$ cat src/design/udrb_pkg.sv
// Package: depths, widths, event codes and shared structs of the dual ring buffer.
`timescale 1ns / 1ps
package udrb_pkg;

    localparam int TX_DEPTH = 16;
    localparam int RX_DEPTH = 4096;

    localparam int TX_AW = $clog2(TX_DEPTH);
    localparam int TX_CW = $clog2(TX_DEPTH + 1);
    localparam int RX_AW = $clog2(RX_DEPTH);
    localparam int RX_CW = $clog2(RX_DEPTH + 1);

    localparam logic [2:0] KIND_SEND     = 3'd0;
    localparam logic [2:0] KIND_READ     = 3'd1;
    localparam logic [2:0] KIND_LINE_RX  = 3'd2;
    localparam logic [2:0] KIND_TX_READY = 3'd3;
    localparam logic [2:0] KIND_FLUSH_TX = 3'd4;
    localparam logic [2:0] KIND_FLUSH_RX = 3'd5;

    typedef struct packed {
        logic             we;
        logic [TX_AW-1:0] waddr;
        logic             re;
        logic [TX_AW-1:0] raddr;
    } tx_req_t;

    typedef struct packed {
        logic             we;
        logic [RX_AW-1:0] waddr;
        logic             re;
        logic [RX_AW-1:0] raddr;
    } rx_req_t;

    typedef struct packed {
        logic read_valid;
        logic line_valid;
        logic send_refused;
        logic rx_dropped;
        logic tx_irq_enable;
        logic tx_space;
        logic tx_empty;
        logic rx_empty;
    } flags_t;

endpackage

$ cat src/design/udrb_ctrl.sv
// Ring bookkeeping: indices, counts, interrupt enable, RAM strobes and result flags.
`timescale 1ns / 1ps
module udrb_ctrl import udrb_pkg::*; (
    input  logic       aclk,
    input  logic       aresetn,
    input  logic       advance,
    input  logic       en,
    input  logic [2:0] kind,
    input  logic       line_ready,
    output tx_req_t    tx_req,
    output rx_req_t    rx_req,
    output flags_t     flags
);

    logic [TX_AW-1:0] tx_wr_idx_reg, tx_wr_idx_next;
    logic [TX_AW-1:0] tx_rd_idx_reg, tx_rd_idx_next;
    logic [TX_CW-1:0] tx_count_reg, tx_count_next;
    logic [RX_AW-1:0] rx_wr_idx_reg, rx_wr_idx_next;
    logic [RX_AW-1:0] rx_rd_idx_reg, rx_rd_idx_next;
    logic [RX_CW-1:0] rx_count_reg, rx_count_next;
    logic             tx_irq_reg, tx_irq_next;

    logic tx_full, rx_full;

    assign tx_full = (tx_count_reg == TX_CW'(TX_DEPTH));
    assign rx_full = (rx_count_reg == RX_CW'(RX_DEPTH));

    function automatic logic [TX_AW-1:0] tx_inc(input logic [TX_AW-1:0] i);
        return (i == TX_AW'(TX_DEPTH - 1)) ? '0 : i + TX_AW'(1);
    endfunction

    function automatic logic [RX_AW-1:0] rx_inc(input logic [RX_AW-1:0] i);
        return (i == RX_AW'(RX_DEPTH - 1)) ? '0 : i + RX_AW'(1);
    endfunction

    always_comb begin
        tx_wr_idx_next = tx_wr_idx_reg;
        tx_rd_idx_next = tx_rd_idx_reg;
        tx_count_next  = tx_count_reg;
        rx_wr_idx_next = rx_wr_idx_reg;
        rx_rd_idx_next = rx_rd_idx_reg;
        rx_count_next  = rx_count_reg;
        tx_irq_next    = tx_irq_reg;

        tx_req.we    = 1'b0;
        tx_req.waddr = tx_wr_idx_reg;
        tx_req.re    = 1'b0;
        tx_req.raddr = tx_rd_idx_reg;
        rx_req.we    = 1'b0;
        rx_req.waddr = rx_wr_idx_reg;
        rx_req.re    = 1'b0;
        rx_req.raddr = rx_rd_idx_reg;

        flags = '0;

        if (advance && en) begin
            case (kind)
                KIND_SEND: begin
                    if (!tx_full) begin
                        tx_req.we      = 1'b1;
                        tx_wr_idx_next = tx_inc(tx_wr_idx_reg);
                        tx_count_next  = tx_count_reg + TX_CW'(1);
                        tx_irq_next    = 1'b1;
                    end else begin
                        flags.send_refused = 1'b1;
                    end
                end
                KIND_READ: begin
                    if (rx_count_reg != '0) begin
                        rx_req.re        = 1'b1;
                        flags.read_valid = 1'b1;
                        rx_rd_idx_next   = rx_inc(rx_rd_idx_reg);
                        rx_count_next    = rx_count_reg - RX_CW'(1);
                    end
                end
                KIND_LINE_RX: begin
                    if (!rx_full) begin
                        rx_req.we      = 1'b1;
                        rx_wr_idx_next = rx_inc(rx_wr_idx_reg);
                        rx_count_next  = rx_count_reg + RX_CW'(1);
                    end else begin
                        flags.rx_dropped = 1'b1;
                    end
                end
                KIND_TX_READY: begin
                    if (tx_count_reg == '0) begin
                        tx_irq_next = 1'b0;
                    end else if (line_ready) begin
                        tx_req.re        = 1'b1;
                        flags.line_valid = 1'b1;
                        tx_rd_idx_next   = tx_inc(tx_rd_idx_reg);
                        tx_count_next    = tx_count_reg - TX_CW'(1);
                    end
                end
                KIND_FLUSH_TX: begin
                    tx_wr_idx_next = '0;
                    tx_rd_idx_next = '0;
                    tx_count_next  = '0;
                end
                KIND_FLUSH_RX: begin
                    rx_wr_idx_next = '0;
                    rx_rd_idx_next = '0;
                    rx_count_next  = '0;
                end
                default: begin
                end
            endcase
        end

        flags.tx_irq_enable = tx_irq_next;
        flags.tx_space      = !en || (tx_count_next != TX_CW'(TX_DEPTH));
        flags.tx_empty      = !en || (tx_count_next == '0);
        flags.rx_empty      = !en || (rx_count_next == '0);
    end

    always_ff @(posedge aclk) begin
        if (!aresetn) begin
            tx_wr_idx_reg <= '0;
            tx_rd_idx_reg <= '0;
            tx_count_reg  <= '0;
            rx_wr_idx_reg <= '0;
            rx_rd_idx_reg <= '0;
            rx_count_reg  <= '0;
            tx_irq_reg    <= 1'b0;
        end else begin
            tx_wr_idx_reg <= tx_wr_idx_next;
            tx_rd_idx_reg <= tx_rd_idx_next;
            tx_count_reg  <= tx_count_next;
            rx_wr_idx_reg <= rx_wr_idx_next;
            rx_rd_idx_reg <= rx_rd_idx_next;
            rx_count_reg  <= rx_count_next;
            tx_irq_reg    <= tx_irq_next;
        end
    end

endmodule

$ cat config.mk
export PLATFORM = sky130hd
export DESIGN_NAME = udrb_ctrl
export DESIGN_NICKNAME = d
export VERILOG_FILES = /design/src/design/udrb_pkg.sv /design/src/design/udrb_ctrl.sv
export SDC_FILE = /design/constraint.sdc
export NUM_CORES = 1
export LEC_CHECK = 0
export BUFFER_PORTS_ARGS = -buffer_cell sky130_fd_sc_hd__buf_2
export CAP_MARGIN = 20
export CORE_ASPECT_RATIO = 1.75
export CORE_UTILIZATION = 25
export CTS_BUF_LIST = sky130_fd_sc_hd__clkbuf_4 sky130_fd_sc_hd__clkbuf_8
export DETAILED_ROUTE_END_ITERATION = 12
export GPL_TIMING_DRIVEN = 0
export SETUP_SLACK_MARGIN = 0.3
export SYNTH_ARGS = -nofsm -noshare
export SYNTH_HDL_FRONTEND = slang
export SYNTH_SLANG_ARGS = --single-unit
$ cat constraint.sdc
create_clock -name aclk -period 9.35 [get_ports aclk]
set_input_delay 1.87 -clock aclk [delete_from_list [all_inputs] [get_ports aclk]]
set_output_delay 1.87 -clock aclk [all_outputs]
set_load 0.05 [all_outputs]
Word-level counts from Yosys, hierarchy flattened. Index checks and enable logic that the tools add are counted.

Add/sub/neg operators: 8. Eq/ne operators: 17. Mux-type cells: 44. Reduce and logical (&&, ||, !) cells: 18.

Operators by type and width (count): two-way mux 12 bit (4); case mux 12 bit (2 select lines) (2); two-way mux 13 bit (3); case mux 13 bit (3 select lines) (1); adder 12 x 1 -> 12 bit, second input constant (2); == test 12 bit, second input constant (2); two-way mux 4 bit (6); two-way mux 1 bit (20); two-way mux 5 bit (4); case mux 4 bit (2 select lines) (2); case mux 5 bit (3 select lines) (1); adder 13 x 1 -> 13 bit, second input constant (1); == test 13 bit, second input constant (1); logical NOT 13 bit (1); nonzero test 13 bit (1); subtractor 13 x 1 -> 13 bit, second input constant (1); logical NOT 5 bit (2); != test 2 bit, second input constant (5); AND reduction 3 bit (3); adder 4 x 1 -> 4 bit, second input constant (2); == test 4 bit, second input constant (2); nonzero test 2 bit (4); == test 3 x 2 -> 1 bit, second input constant (2); == test 3 bit, second input constant (2); 11 further kinds (13).

Register bits after elaboration: 51. Input bits: 8. Output and inout port bits: 44. Word-level logic and storage cells: 94.

Logic depth before layout (Yosys ltp).
Depth after elaboration: 7. Gate-level depth with buffers: 11. Mapped depth without buffers: 9.

Least setup slack after synthesis. Ideal clock, no wire load.

Path kind: input-to-output. Start point: in kind[0]. End point: out flags[0] in the netlist's numbering. Data arrival time: 4.578 ns. Data required time: 7.480 ns. Setup slack: 2.902 ns. Stages on the path: 9. Path buffers: 2. Cell sequence: buf_2 -> or3b_1 -> buf_2 -> o31a_1 -> o22ai_1 -> a211oi_1 -> nor4_1 -> nand2_1 -> o31ai_1.

RTL lines: from (decl) (line udrb_ctrl.sv:8) `input logic [2:0] kind,`; to (decl) (line udrb_ctrl.sv:12) `output flags_t flags`.

==> out/results.tsv <==
stage	metric	value	unit
status	run status	finished clean	
synth	Post-synth EDFFs	0	
worst_setup_path	CP startpoint	en	
drt	First DRT Iteration DRCs	263	
synth	Avg Inst Size Synth	7.84	sq um
final_layout	Final nets	514	
drt	drt first pass iters	5	
drt	post-DR vias/cell	5.34	
worst_setup_path	startpoint types	input pin	
timing	Slew headroom	0.459	
placement	Placed Cells	665	
final_layout	antenna cells	0	
drt	final WL	10.6	mm
grt	GR Util met3	0.0184	
drt	# DRC	0	
grt	first-pass GRT wire length	16.6	mm
timing	hold_ws	0.515	ns
timing	final worst slack	2.67	ns
timing	RSZ-0062 raised after global routing	false	
synth	Post-Synthesis Cells	441	
power_and_ir_drop	Seq pwr share	0.484	
worst_setup_path	crit path max fanout	9	
grt	largest net degree at the start of global routing	16	
worst_setup_path	FF-to-FF setup slack	6.23	ns
synth	Mapped Nets	457	
drt	post-route ant nets	0	
worst_setup_path	RR Startpoint	rx_count_reg[0]	
final_layout	Post-Layout Cell Count	673	
grt	vias in the first global route	3479	
final_layout	layout filler cell count	1492	
synth	Post-synth ARST share	0	
timing	Setup violations, final	0	
power_and_ir_drop	Leakage	1.65	nW
hold_path	Hold Path Depth	2	
grt	initial antenna violation count	0	
placement	post-DP HPWL	8.05	mm
drt	detailed-route via count	3591	
worst_setup_path	worst path required time	7.48	ns
synth	FF+latch count, synth	51	
placement	RD Place Congestion	0.901	
power_and_ir_drop	Gate power share	0.092	
floorplan	# rows	56	
timing	fin crit period	6.68	ns
power_and_ir_drop	Clock power frac	0.424	
timing	final worst path period share	0.715	
timing	Slew Limit Fails	0	
worst_setup_path	Critical Path Sink Type	primary output	
clock_network	Worst-path clk slew	0.10	ns
final_layout	layout cells sized above 1	0.182	
job	MaxCap Viol Count	0	
clock_network	CTS H-tree lvls	2	
power_and_ir_drop	Worst VDD drop	0.0673	mV
timing	Worst-Margin Slew	0.800	ns
synth	synth warn	0	
worst_setup_path	Reg2Reg Depth	10	
grt	Tot GR Track Use	0.145	
floorplan	Die ar.	0.0143	sq mm
final_layout	Layout area overhead	17.5	%
placement	Place WS	2.71	ns
hold_path	HP Start	rx_rd_idx_reg[7]	
worst_setup_path	worst reg2reg path endpoint	rx_wr_idx_reg[2]	
worst_setup_path	worst setup path class	in2out	
timing	clock skew	0.0112	ns
floorplan	core box area	0.0135	sq mm
power_and_ir_drop	P_int	340	uW
clock_network	Worst-Skew Late Latency	0.32	ns
power_and_ir_drop	Sw Share	0.248	
synth	predominant post-synthesis flop cell	dfxtp_1	
worst_setup_path	critical path data arrival time	4.81	ns
final_layout	max reg flops	13	
grt	M1 GR Usage	0.142	
clock_network	CTS Sinks	51	
clock_network	CTS Buf Count	5	
grt	global route total overflow	0	
floorplan	IO Pins	52	
synth	Synth cell types	68	
synth	Post-Syn Area	0.00346	sq mm
timing	setup_tns	0	ns
timing	Max Fclk	150	MHz
power_and_ir_drop	switching power	112	uW
placement	port bufs	49	
clock_network	Post-CTS Hold Buffers	0	
timing	final hold viol count	0	
clock_network	post-CTS sizing	0	
hold_path	Worst Hold Class	reg2reg	
power_and_ir_drop	Pwr Total	452	uW
floorplan	Chip Height	158	um
power_and_ir_drop	Power Density	111	mW/mm^2
grt	busiest grt layer	met2	
synth	sequential share of the synthesized area	0.295	
hold_path	Hold Path End	rx_rd_idx_reg[7]	
clock_network	CTS root buf	clkbuf_8	
clock_network	setup bufs post-CTS	0	
clock_network	CTS tree	done	
floorplan	Starting Density	0.257	
drt	routed len/inst	15.8	um
clock_network	clock buffer depth	2	
grt	met2 Use GR	0.280	
floorplan	Die W	90.9	um
cell families after synthesis:
| group | Yosys count | synth area share |
|---|---|---|
| xor+xnor | 23 | 0.0583 |
| simple gates | 217 | 0.347 |
| buf+inv | 38 | 0.0528 |
| flops | 51 | 0.295 |
| compound gates | 96 | 0.193 |
| fa+ha+maj | 8 | 0.0290 |
| mux | 8 | 0.0250 |
worst max-delay path, stage by stage:
cell      delay, ns
buf_2          0.14
and2_1         0.13
clkbuf_1       0.35
o21ai_1        0.39
a22o_1         0.33
a211o_1        0.27
nor4_1         0.52
nand2_1        0.11
o31ai_1        0.36
buf_2          0.34
cell type report:
cell class | instances | area (sq um) | share of cell area
Sequential cell | 51 | 1020 | 0.251
Clock inverter | 2 | 60.1 | 0.0148
Inverter | 5 | 18.8 | 0.00462
Tap cell | 174 | 218 | 0.0536
Multi-Input combinational cell | 352 | 2250 | 0.555
Clock buffer | 6 | 76.3 | 0.0188
Timing Repair Buffer | 50 | 250 | 0.0616
Buffer | 33 | 164 | 0.0404
metal layers:
| metal | routed length [um] | vias up |
|---|---|---|
| met5 | 0 | - |
| met4 | 507 | 0 |
| met3 | 399 | 42 |
| met2 | 5700 | 128 |
| met1 | 4030 | 1700 |
| li1 | - | 1721 |
worst max-delay path by stage:
stage,endpoint,slack (ns),cells past startpoint
after floorplan,flags[0],2.90,9
after global placement,flags[0],2.62,10
after detailed placement,flags[0],2.71,11
after CTS,flags[0],2.70,11
after global routing,flags[0],2.59,10
final,flags[0],2.67,10
synth_stat cells, types with 3 or more instances:
cell,count,share of area
xnor2_1,6,0.015
nor2_1,51,0.055
and2_1,16,0.029
o22ai_1,3,0.0054
a22oi_1,3,0.0065
nor4_1,8,0.014
and3_1,9,0.016
a211o_1,4,0.010
ha_1,8,0.029
dfxtp_1,51,0.30
o21ai_0,17,0.025
nand4_1,19,0.034
buf_4,7,0.015
nor3_1,11,0.016
buf_2,10,0.014
o31ai_1,8,0.017
nor3b_1,4,0.0087
clkbuf_1,15,0.016
inv_1,5,0.0054
or4_1,3,0.0065
mux2i_1,6,0.017
a21boi_0,4,0.0087
o21ai_1,3,0.0043
nand2_1,36,0.039
nand2b_1,4,0.0072
nand3_1,21,0.030
a31oi_1,4,0.0072
xor2_1,17,0.043
a21oi_1,22,0.032
nor2b_1,10,0.018
o31a_1,3,0.0076
or3_1,6,0.011
a22o_1,3,0.0076
cell usage in the layout (no fill, tap or decap), types with 5 or more instances in the layout:
master,netlist,routed
buf_2,10,60
nor2_1,51,51
dfxtp_1,51,51
nand2_1,36,36
a21oi_1,22,22
nand3_1,21,21
nand4_1,19,19
o21ai_0,17,17
xor2_1,17,17
and2_1,16,16
clkbuf_1,15,15
nor3_1,11,11
nor2b_1,10,10
and3_1,9,9
o31ai_1,8,8
nor4_1,8,8
ha_1,8,8
buf_4,7,7
or3_1,6,6
mux2i_1,6,6
xnor2_1,6,6
inv_1,5,5
clkbuf_8,0,5
power by group through the flow:
stage / Combinational (mW) / Clock, mW / Sequential [mW]
final: 0.0414 / 0.192 / 0.219
after global routing: 0.0443 / 0.200 / 0.219
after CTS: 0.0409 / 0.194 / 0.219
after detailed placement: 0.0407 / 0 / 0.224
after global placement: 0.0398 / 0 / 0.224
after floorplan: 0.0260 / 0 / 0.226
stage by stage:
stage	utilization	area (sq um)
floorplan	-	3460
global placement	0.291	3920
detailed placement	0.292	3930
CTS	0.302	4060
global route	0.302	4060
finish	0.302	4060
No activity file was read; power rests on OpenSTA's default activity.
