--- config.mk ---
export PLATFORM = sky130hd
export DESIGN_NAME = udrb_ram
export DESIGN_NICKNAME = d
export VERILOG_FILES = /design/src/design/udrb_ram.sv
export SDC_FILE = /design/constraint.sdc
export NUM_CORES = 1
export LEC_CHECK = 0
export BUFFER_PORTS_ARGS = -buffer_cell sky130_fd_sc_hd__buf_2
export CAP_MARGIN = 20
export CORE_UTILIZATION = 40
export DETAILED_ROUTE_END_ITERATION = 16
export MAX_ROUTING_LAYER = met4
export PLACE_DENSITY_LB_ADDON = 0.12
export SYNTH_ARGS = -nofsm -noshare
export SYNTH_HDL_FRONTEND = slang
export SYNTH_SLANG_ARGS = --single-unit
--- constraint.sdc ---
create_clock -name aclk -period 2.57 [get_ports aclk]
set_input_delay 0.514 -clock aclk [delete_from_list [all_inputs] [get_ports aclk]]
set_output_delay 0.514 -clock aclk [all_outputs]
set_load 0.02 [all_outputs]
--- src/design/udrb_ram.sv ---
// Generic single-write, single-read RAM with registered read data.
`timescale 1ns / 1ps
module udrb_ram #(
    parameter int DEPTH = 16,
    parameter int WIDTH = 8,
    parameter int AW    = $clog2(DEPTH)
) (
    input  logic             aclk,
    input  logic             wr_en,
    input  logic [AW-1:0]    wr_addr,
    input  logic [WIDTH-1:0] wr_data,
    input  logic             rd_en,
    input  logic [AW-1:0]    rd_addr,
    output logic [WIDTH-1:0] rd_data
);

    logic [WIDTH-1:0] mem [DEPTH];

    always_ff @(posedge aclk) begin
        if (wr_en) begin
            mem[wr_addr] <= wr_data;
        end
    end

    always_ff @(posedge aclk) begin
        if (rd_en) begin
            rd_data <= mem[rd_addr];
        end
    end

endmodule

[Word-level counts from Yosys, hierarchy flattened]
Memories as Yosys holds them, arrays and structs flattened. A register that Yosys moved wholly into a read port is not among the register bits.
Index checks and enable logic that the tools add are counted.
Word-level totals
  memory bits (writable): 128
  bits in registers: 0
  word-level logic and storage cells: 3
  memories: 1
Operators by class
  mux-type cells: 2
Memory list
  mem: words 16, bits a word 8, rd ports 1, clocked after memory_dff 1, write ports 1, line 17  | logic [WIDTH-1:0] mem [DEPTH];
Operators by type and width (number)
  $mux 1: 2

[Logic depth before layout (Yosys ltp)]
Gate-level depths: netlist of the first run.
  depth in word-level cells: 2
  gate-level depth with buffers: 5

[Least setup slack after synthesis of the first run]
Ideal clock, no wire load.
  kind: input port to flip-flop
  start: in wr_addr[2]
  end: mem mem[0][0] (enable)
  path slack: 0.563 ns
  data arrival time: 1.624 ns
  stages on the path: 2
  cells stage by stage: or3b_2 -> nor3_1
RTL lines
  start: declaration: line 10  | input logic [AW-1:0] wr_addr,
  end: declaration: line 17
Straight into the memory's write port.

==> results of run 1 <==
## final timing paths
kind                            cells past startpoint       start          to  slack [ns]
worst max-delay path                                5  rd_addr[0]  rd_data[5]        0.84
worst min register to register                      3   mem[7][1]  rd_data[1]        0.75
worst max register to register                      3   mem[2][5]  rd_data[5]        1.04
worst min-delay path                                1  wr_data[4]   mem[3][4]        0.49
## logic make-up (layout without fill, tap and decap cells)
family,count (synthesis),count (layout),synth area share
mux,32,32,0.148
simple gates,35,35,0.0314
compound gates,16,16,0.0230
flops,136,136,0.781
buf+inv,10,77,0.0165
## cells in the mapped netlist
library cell,number
edfxtp_1,136
mux4_2,18
a22oi_1,16
mux4_1,14
nor2_1,13
nand2_1,9
nor3_1,4
buf_2,3
buf_6,3
clkdlybuf4s25_2,3
nand2b_1,2
nand3b_1,2
and2_1,1
and2b_1,1
buf_4,1
nand3_1,1
nor2b_1,1
or3b_2,1
## sequential cells by signal (all words and copies together) (netlist names)
signal	flops
rd_data	8
mem	128
## power by group through the flow
stage / clock, uW / combinational [uW] / sequential [uW]
2_1_floorplan: 0 / 126 / 2570
3_3_place_gp: 0 / 248 / 2560
6_report: 2440 / 242 / 2510
3_5_place_dp: 0 / 249 / 2560
5_1_grt: 2580 / 265 / 2520
4_1_cts: 2480 / 250 / 2510
## layer usage
| layer | part of all wire | wire length (um) | vias to the layer above |
|---|---|---|---|
| met3 | 0.070 | 739 | 9 |
| met4 | 0.0097 | 103 | 0 |
| li1 | - | - | 1089 |
| met5 | 0 | 0 | - |
| met2 | 0.48 | 5060 | 91 |
| met1 | 0.44 | 4690 | 1229 |
## final cells by class
| class | instances | area (sq um) |
|---|---|---|
| repair buffers | 46 | 305 |
| clock inverters | 10 | 153 |
| clock buffers | 21 | 440 |
| flip-flops and latches | 136 | 4080 |
| fillers | 1055 | 6420 |
| well taps | 172 | 215 |
| multi-input cells | 83 | 1060 |
## per-stage QoR
| stage | util | instance area [sq um] |
|---|---|---|
| global placement | 0.447 | 5660 |
| floorplan | - | 5230 |
| CTS | 0.494 | 6250 |
| finish | 0.494 | 6250 |
| detailed placement | 0.447 | 5660 |
| global route | 0.494 | 6250 |
==> results by group, run 1 <==
Worst setup path
  – Kind of cell adding the most delay to the critical path: multiplexers
  – Crit path required time: 2.72 ns
  – Worst EP arrival: 1.88 ns
  – Worst Setup Path Type: in -> reg
  – CP Cell Sequence: buf_2 -> buf_12 -> mux4_1 -> a22oi_1 -> nand2_1
  – Startpoint Class: input port
  – CP max-delay cell: mux4_1
  – Element type at the critical path end: flip-flop
  – WP buf/inv: 2
  – CP max FO: 32
  – Critical Path Max Stage Delay: 0.59 ns

Synth
  – Synth cell types: 18
  – Synth top area share: 0.781
  – Post-synthesis sequential area ratio: 0.781
  – Post-Synthesis Cells: 229
  – Syn Std Cell Area: between 0.005 and 0.006 sq mm
  – Syn nets: 248
  – Ys Warns: 0
  – Synthesized flop and latch total: 136
  – Synth area leader: edfxtp_1
  – Dominant cells by area after synthesis: edfxtp_1 (78%), mux4_2 (7.8%), mux4_1 (7.0%), a22oi_1 (2.3%), nor2_1 (0.93%)
  – Average footprint of a synthesized cell: 22.8 sq um

Pwr
  – Tot Pwr: 5190 uW
  – Net Switching: between 900 and 1000 uW
  – Gate power share: 0.047
  – Peak supply drop: between 0.3 and 0.4 mV
  – Flop pwr share: 0.484
  – Internal Power: ~4200 uW
  – Sw Ratio: 0.190
  – Leakage: 0.00212 uW
  – Pwr Density: 830 mW/mm^2
  – Clock power share: 0.469

Global route
  – Met3 Track Usage GR: 0.0503
  – Top Usage Layer GRT: met2
  – GRT met1 Usage: 0.242
  – Gr usage total: 0.179
  – Largest net degree at the start of global routing: 33
  – GR Overflow Total: 0
  – Vias in the first global route: between 2000 and 2500
  – GR Layer Usage met2: 0.262
  – First-pass GRT wire length: 15500 um
  – Initial antenna violation count: 0

STA
  – Max Freq: 577 MHz
  – Slew Limit Fails: 0
  – Fin Hold WS: 0.493 ns
  – Final worst slack: 0.838 ns
  – Setup Viol. Count Final: 0
  – Fin crit share: 0.674
  – Crit path time final: 1.73 ns
  – Slew @ Worst Pin: 0.419 ns
  – Fin. Hold Viols: 0
  – Post-route setup TNS: 0 ns
  – Unrepaired setup endpoints after global routing: false
  – Layout Skew: 0.00640 ns
  – Worst relative slew slack: 0.721

Drt
  – Detailed-route via count: 2418
  – Avg WL per Cell: 22.6 um
  – DRT iter0 DRCs: roughly 190
  – Routed WL: 10600 um
  – DRC: 0
  – Via/cell ratio: between 5 and 6
  – Antenna viol nets, final: 0
  – Drt pass-1 iters: 4

Place
  – Placed cells: 437
  – Pre-CTS WS: 0.367 ns
  – Placer Congestion: about 0.74
  – Port buffer count: 26
  – HPWL after DPL: 6450 um

Clocking
  – Setup bufs post-CTS: 0
  – CTS tree: yes
  – Bufs on Longest Clock Path: 2
  – Hold_buf cts: 0
  – Worst-path clk slew: around 0.060 ns
  – Total CTS buffers: 17
  – Cts repair resizes: 0
  – CTS sink cnt: 136
  – Worst-Skew Late Latency: between 0.4 and 0.5 ns
  – CTS Root Cell: clkbuf_16
  – CTS H-tree lvls: 4

Cells and area
  – N_diodes: 0
  – Area grow syn2layout: 19.7%
  – Most frequent cells in the layout: edfxtp_1 (136), buf_2 (26), mux4_2 (18), buf_4 (18), clkbuf_16 (17)
  – Final nets: 303
  – Non-Filler Instances: 468
  – Layout cells sized above 1: 0.311
  – Leading cell type in the layout, fill and taps excluded: edfxtp_1

Floorplan
  – Die width: 116 um
  – Die area: 0.0135 sq mm
  – Top Ports: 27
  – Starting density of the core: 0.413
  – Core area: 0.0127 sq mm
  – Chip height: 116 um
  – Site Rows: 41

Outcome
  – Status: complete, no violations

Min path
  – Hold Path Class: in -> reg

Job
  – Max-cap violations: 0
No activity file was read; power rests on OpenSTA's default activity.
==> run 2, diff against run 1 <==
==> constraint.sdc (replaced) <==
create_clock -name aclk -period 1.8 [get_ports aclk]
set_input_delay 0.36 -clock aclk [delete_from_list [all_inputs] [get_ports aclk]]
set_output_delay 0.36 -clock aclk [all_outputs]
set_load 0.02 [all_outputs]
==> results by group, run 2 (synthesis gave the netlist of run 1 again) <==
Clocking
  – CTS sink cnt: 136 (unchanged)
  – CTS tree: yes (unchanged)
  – Total CTS buffers: 17 (unchanged)
  – Bufs on Longest Clock Path: 2 (unchanged)
  – CTS H-tree lvls: 4 (unchanged)
  – Hold_buf cts: 0 (unchanged)
  – Worst-Skew Late Latency: 0.41 ns (about the same)
  – Cts repair resizes: 0 (unchanged)
  – Setup bufs post-CTS: 0 (unchanged)
  – CTS Root Cell: clkbuf_16 (unchanged)
  – Worst-path clk slew: 0.06 ns (about the same)

Place
  – HPWL after DPL: 6610 um (was 6450 um)
  – Placer Congestion: 0.762 (was 0.738)
  – Port buffer count: 26 (unchanged)

Worst setup path
  – CP max FO: 1 (was 32)
  – Worst EP arrival: 1.69 ns (was 1.88 ns)
  – Crit path required time: 1.96 ns (was 2.72 ns)
  – Startpoint Class: flip-flop (was input port)
  – Worst Setup Path Type: reg -> reg (was in -> reg)
  – Element type at the critical path end: flip-flop (unchanged)

Cells and area
  – Largest register FFs: 128 (unchanged)
  – Leading cell type in the layout, fill and taps excluded: edfxtp_1 (unchanged)
  – Area grow syn2layout: 20.5% (was 19.7%)
  – Reg with most FFs: mem (unchanged)
  – Final nets: 313 (was 303)
  – N_diodes: 0 (unchanged)
  – Layout cells sized above 1: 0.326 (was 0.311)
  – Largest regs: mem: 128 flops, rd_data: 8 flops (unchanged)
  – Most frequent cells in the layout: edfxtp_1 (136), buf_4 (27), buf_2 (26), mux4_2 (18), clkbuf_16 (17) (was edfxtp_1 (136), buf_2 (26), mux4_2 (18), buf_4 (18), clkbuf_16 (17))

Outcome
  – Status: complete, no violations (unchanged)

STA
  – Fin crit share: 0.850
  – Unrepaired setup endpoints after global routing: false (unchanged)
  – Post-route setup TNS: 0 ns (unchanged)
  – Slew Limit Fails: 0 (unchanged)
  – Layout Skew: 0.00717 ns (was 0.00640 ns)
  – Crit path time final: 1.53 ns
  – Setup Viol. Count Final: 0 (unchanged)
  – Max Freq: 653 MHz
  – Fin. Hold Viols: 0 (unchanged)
  – Worst relative slew slack: 0.466 (was 0.721)
  – Fin Hold WS: 0.323 ns (was 0.493 ns)
  – Slew @ Worst Pin: 0.799 ns (was 0.419 ns)

Min path
  – Hold Path Class: in -> reg (unchanged)

Floorplan
  – Core area: 0.0127 sq mm (unchanged)
  – Chip height: 116 um (unchanged)
  – Die area: 0.0135 sq mm (unchanged)
  – Starting density of the core: 0.413 (unchanged)
  – Die width: 116 um (unchanged)
  – Top Ports: 27 (unchanged)
  – Site Rows: 41 (unchanged)

Pwr
  – Leakage: 0.00214 uW (was 0.00212 uW)
  – Pwr Density: 1130 mW/mm^2 (was 830 mW/mm^2)
  – Tot Pwr: 7120 uW (was 5190 uW)
  – Peak supply drop: 0.531 mV (was 0.360 mV)

Drt
  – Detailed-route via count: 2459 (was 2418)
  – DRC: 0 (unchanged)
  – Routed WL: 10300 um (was 10600 um)
  – Antenna viol nets, final: 0 (unchanged)
  – Drt pass-1 iters: 4 (unchanged)
  – DRT iter0 DRCs: 203 (was 192)
  – Avg WL per Cell: 21.5 um (was 22.6 um)
  – Via/cell ratio: 5.13 (was 5.17)

Global route
  – First-pass GRT wire length: 15500 um (about the same)
  – Initial antenna violation count: 0 (unchanged)
  – GR Overflow Total: 0 (unchanged)
  – Gr usage total: 0.178 (was 0.179)
  – Largest net degree at the start of global routing: 17 (was 33)
  – Vias in the first global route: 2527 (was 2440)

Job
  – Max-cap violations: 0 (unchanged)
[run 2: cell count changes in the layout (fill, tap and decap cells not counted), sizes merged]
cell	before	now
buf	46	56
bufinv	4	2
clkbuf	21	18
clkinv	5	11
[run 2: final timing paths]
kind	slack (ns)	from	endpoint	cells past startpoint
min	0.32	rd_en	rd_data[0]	1
max reg2reg	0.27	mem[1][0]	rd_data[0]	3
min reg2reg	0.75	mem[14][2]	rd_data[2]	3
max	0.27	mem[1][0]	rd_data[0]	3
[run 2: layout make-up]
class / instances / area (sq um)
clock inverters: 14 / 114
repair buffers: 56 / 393
clock buffers: 18 / 429
fillers: 1050 / 6370
flip-flops and latches: 136 / 4080
multi-input cells: 83 / 1060
well taps: 172 / 215
[run 2: report_power, final]
group | internal (uW) | switching [uW]
clock network | 1990 | 1180
logic | 158 | 209
registers | 3570 | 17.3
total | 5720 | 1410
[run 2: layer usage]
metal,global-route usage,share of wire
met1,0.233,0.46
met2,0.263,0.49
met3,0.0535,0.041
met4,0.0692,0.011
met5,-,0
[run 2: critical path, cell delays in order, from the launching register on]
cell      delay, ns
edfxtp_1       0.34
mux4_1         0.56
a22oi_1        0.28
nand2_1        0.09
[run 2: stage by stage]
stage / utilization / setup slack, ns / instance area, sq um / cells
floorplan: - / 0.158 / 5230 / 229
global placement: 0.454 / -0.180 / 5750 / 447
global route: 0.497 / 0.204 / 6300 / 479
detailed placement: 0.454 / -0.209 / 5750 / 447
CTS: 0.497 / 0.232 / 6300 / 479
finish: 0.497 / 0.270 / 6300 / 479
==> run 3, diff against run 2 <==
--- a/config.mk
+++ b/config.mk
@@ -7,10 +7,10 @@
 export LEC_CHECK = 0
 export BUFFER_PORTS_ARGS = -buffer_cell sky130_fd_sc_hd__buf_2
 export CAP_MARGIN = 20
-export CORE_UTILIZATION = 40
+export CORE_UTILIZATION = 55
 export DETAILED_ROUTE_END_ITERATION = 16
 export MAX_ROUTING_LAYER = met4
-export PLACE_DENSITY_LB_ADDON = 0.12
+export PLACE_DENSITY = 0.73
 export SYNTH_ARGS = -nofsm -noshare
 export SYNTH_HDL_FRONTEND = slang
 export SYNTH_SLANG_ARGS = --single-unit
==> results by group, run 3 (synthesis gave the netlist of run 1 again) <==
Outcome
  – Status: complete, no violations (unchanged)

Pwr
  – Peak supply drop: 0.787 mV (was 0.531 mV)
  – Leakage: 0.00217 uW (was 0.00214 uW)
  – Flop pwr share: 0.467 (was 0.504)
  – Net Switching: 1460 uW (was 1410 uW)
  – Gate power share: 0.046 (was 0.051)
  – Clock power share: 0.487 (was 0.445)
  – Sw Ratio: 0.190 (was 0.197)
  – Pwr Density: 1220 mW/mm^2 (was 1130 mW/mm^2)
  – Internal Power: 6230 uW (was 5720 uW)
  – Tot Pwr: 7690 uW (was 7120 uW)

STA
  – Max Freq: 646 MHz (was 653 MHz)
  – Slew Limit Fails: 0 (unchanged)
  – Fin crit share: 0.860 (was 0.850)
  – Setup Viol. Count Final: 0 (unchanged)
  – Layout Skew: 0.00491 ns (was 0.00717 ns)
  – Crit path time final: 1.55 ns (was 1.53 ns)
  – Worst relative slew slack: 0.730 (was 0.466)
  – Slew @ Worst Pin: 0.405 ns (was 0.799 ns)
  – Unrepaired setup endpoints after global routing: false (unchanged)
  – Fin. Hold Viols: 0 (unchanged)

Place
  – Placed cells: 399 (was 447)
  – Placer Congestion: 0.806 (was 0.762)
  – Port buffer count: 26 (unchanged)
  – HPWL after DPL: 6290 um (was 6610 um)

Clocking
  – CTS sink cnt: 136 (unchanged)
  – Worst-path clk slew: 0.06 ns (about the same)
  – CTS tree: yes (unchanged)
  – Hold_buf cts: 0 (unchanged)
  – CTS H-tree lvls: 4 (unchanged)
  – Bufs on Longest Clock Path: 2 (unchanged)
  – Total CTS buffers: 17 (unchanged)
  – Cts repair resizes: 0 (unchanged)
  – CTS Root Cell: clkbuf_8 (was clkbuf_16)
  – Worst-Skew Late Latency: 0.50 ns (was 0.41 ns)
  – Setup bufs post-CTS: 0 (unchanged)

Cells and area
  – Leading cell type in the layout, fill and taps excluded: edfxtp_1 (unchanged)
  – Most frequent cells in the layout: edfxtp_1 (136), buf_2 (26), buf_4 (21), mux4_2 (18) (was edfxtp_1 (136), buf_4 (27), buf_2 (26), mux4_2 (18), clkbuf_16 (17))
  – Area grow syn2layout: 20.9% (was 20.5%)
  – Reg with most FFs: mem (unchanged)
  – Largest register FFs: 128 (unchanged)
  – N_diodes: 0 (unchanged)
  – Final nets: 308 (was 313)
  – Largest regs: mem: 128 flops, rd_data: 8 flops (unchanged)
  – Layout filler cell count: 565 (was 1050)
  – Layout cells sized above 1: 0.329 (was 0.326)
  – Final core occ: 0.684 (was 0.497)
  – Non-Filler Instances: 430 (was 479)

Global route
  – Gr usage total: 0.240 (was 0.178)
  – GR Overflow Total: 0 (unchanged)
  – Largest net degree at the start of global routing: 20 (was 17)
  – Initial antenna violation count: 0 (unchanged)
  – Vias in the first global route: 2642 (was 2527)
  – First-pass GRT wire length: 15500 um (about the same)

Drt
  – Avg WL per Cell: 23.6 um (was 21.5 um)
  – Antenna viol nets, final: 0 (unchanged)
  – Drt pass-1 iters: 5 (was 4)
  – Via/cell ratio: 5.93 (was 5.13)
  – Detailed-route via count: 2550 (was 2459)
  – DRC: 0 (unchanged)
  – DRT iter0 DRCs: 250 (was 203)
  – Routed WL: 10200 um (was 10300 um)

Worst setup path
  – CP max FO: 1 (unchanged)
  – Crit path required time: 2.04 ns (was 1.96 ns)
  – Element type at the critical path end: flip-flop (unchanged)
  – WP buf/inv: 0 (unchanged)
  – Startpoint Class: flip-flop (unchanged)
  – CP Cell Sequence: mux4_1 -> a22oi_1 -> nand2_1 (unchanged)
  – Worst EP arrival: 1.79 ns (was 1.69 ns)
  – Critical Path Max Stage Delay: 0.52 ns (was 0.56 ns)
  – Worst Setup Path Type: reg -> reg (unchanged)
  – Kind of cell adding the most delay to the critical path: multiplexers (unchanged)
  – CP max-delay cell: mux4_1 (unchanged)

Floorplan
  – Core area: 0.00924 sq mm (was 0.0127 sq mm)
  – Starting density of the core: 0.566 (was 0.413)
  – Chip height: 99.5 um (was 116 um)
  – Die width: 99.5 um (was 116 um)
  – Top Ports: 27 (unchanged)
  – Site Rows: 35 (was 41)
  – Die area: 0.00990 sq mm (was 0.0135 sq mm)

Min path
  – Hold Path Class: in -> reg (unchanged)

Job
  – Max-cap violations: 0 (unchanged)
[run 3: power by group through the flow]
stage	Combinational (uW)	Clock, uW	Sequential, uW
global route	385	3910	3600
CTS	361	3770	3590
global placement	348	0	3650
finish	355	3750	3590
detailed placement	356	0	3660
floorplan	180	0	3670
[run 3: per-stage QoR]
step / hold WS [ns] / area (sq um) / setup TNS [ns] / worst slack (ns)
3_5_place_dp: 0.734 / 5680 / -0.594 / -0.132
3_3_place_gp: 0.725 / 5680 / -0.572 / -0.140
2_1_floorplan: 0.459 / 5230 / 0 / 0.158
4_1_cts: 0.206 / 6320 / 0 / 0.196
5_1_grt: 0.205 / 6320 / 0 / 0.203
6_report: 0.221 / 6320 / 0 / 0.253
[run 3: area by class of cell]
cell class / count / area [sq um] / area share
Clock buffer: 17 / 414 / 0.0655
Timing Repair Buffer: 51 / 368 / 0.0582
Clock inverter: 14 / 229 / 0.0362
Tap cell: 129 / 161 / 0.0255
Sequential cell: 136 / 4080 / 0.646
Multi-Input combinational cell: 83 / 1060 / 0.168
[run 3: per-layer routing]
metal  track usage  vias up  wire (um)
met2         0.359      137       5090
met3        0.0471       17        767
met4         0.110        0        205
li1              -     1105          -
met1         0.326     1291       4090
met5             -        -          0
[run 3: worst register-to-register path, cell delays in order (launching register included)]
cell and delay [ns]:
edfxtp_1 0.37, mux4_1 0.52, a22oi_1 0.31, nand2_1 0.09
[run 3: path summary, 6_finish.rpt]
kind / depth (start not counted) / slack, ns / endpoint / from
worst max-delay path: 3 / 0.25 / rd_data[1] / mem[10][1]
worst min-delay path: 1 / 0.22 / rd_data[0] / rd_en
worst max register to register: 3 / 0.25 / rd_data[1] / mem[10][1]
worst min register to register: 3 / 0.76 / rd_data[4] / mem[8][4]
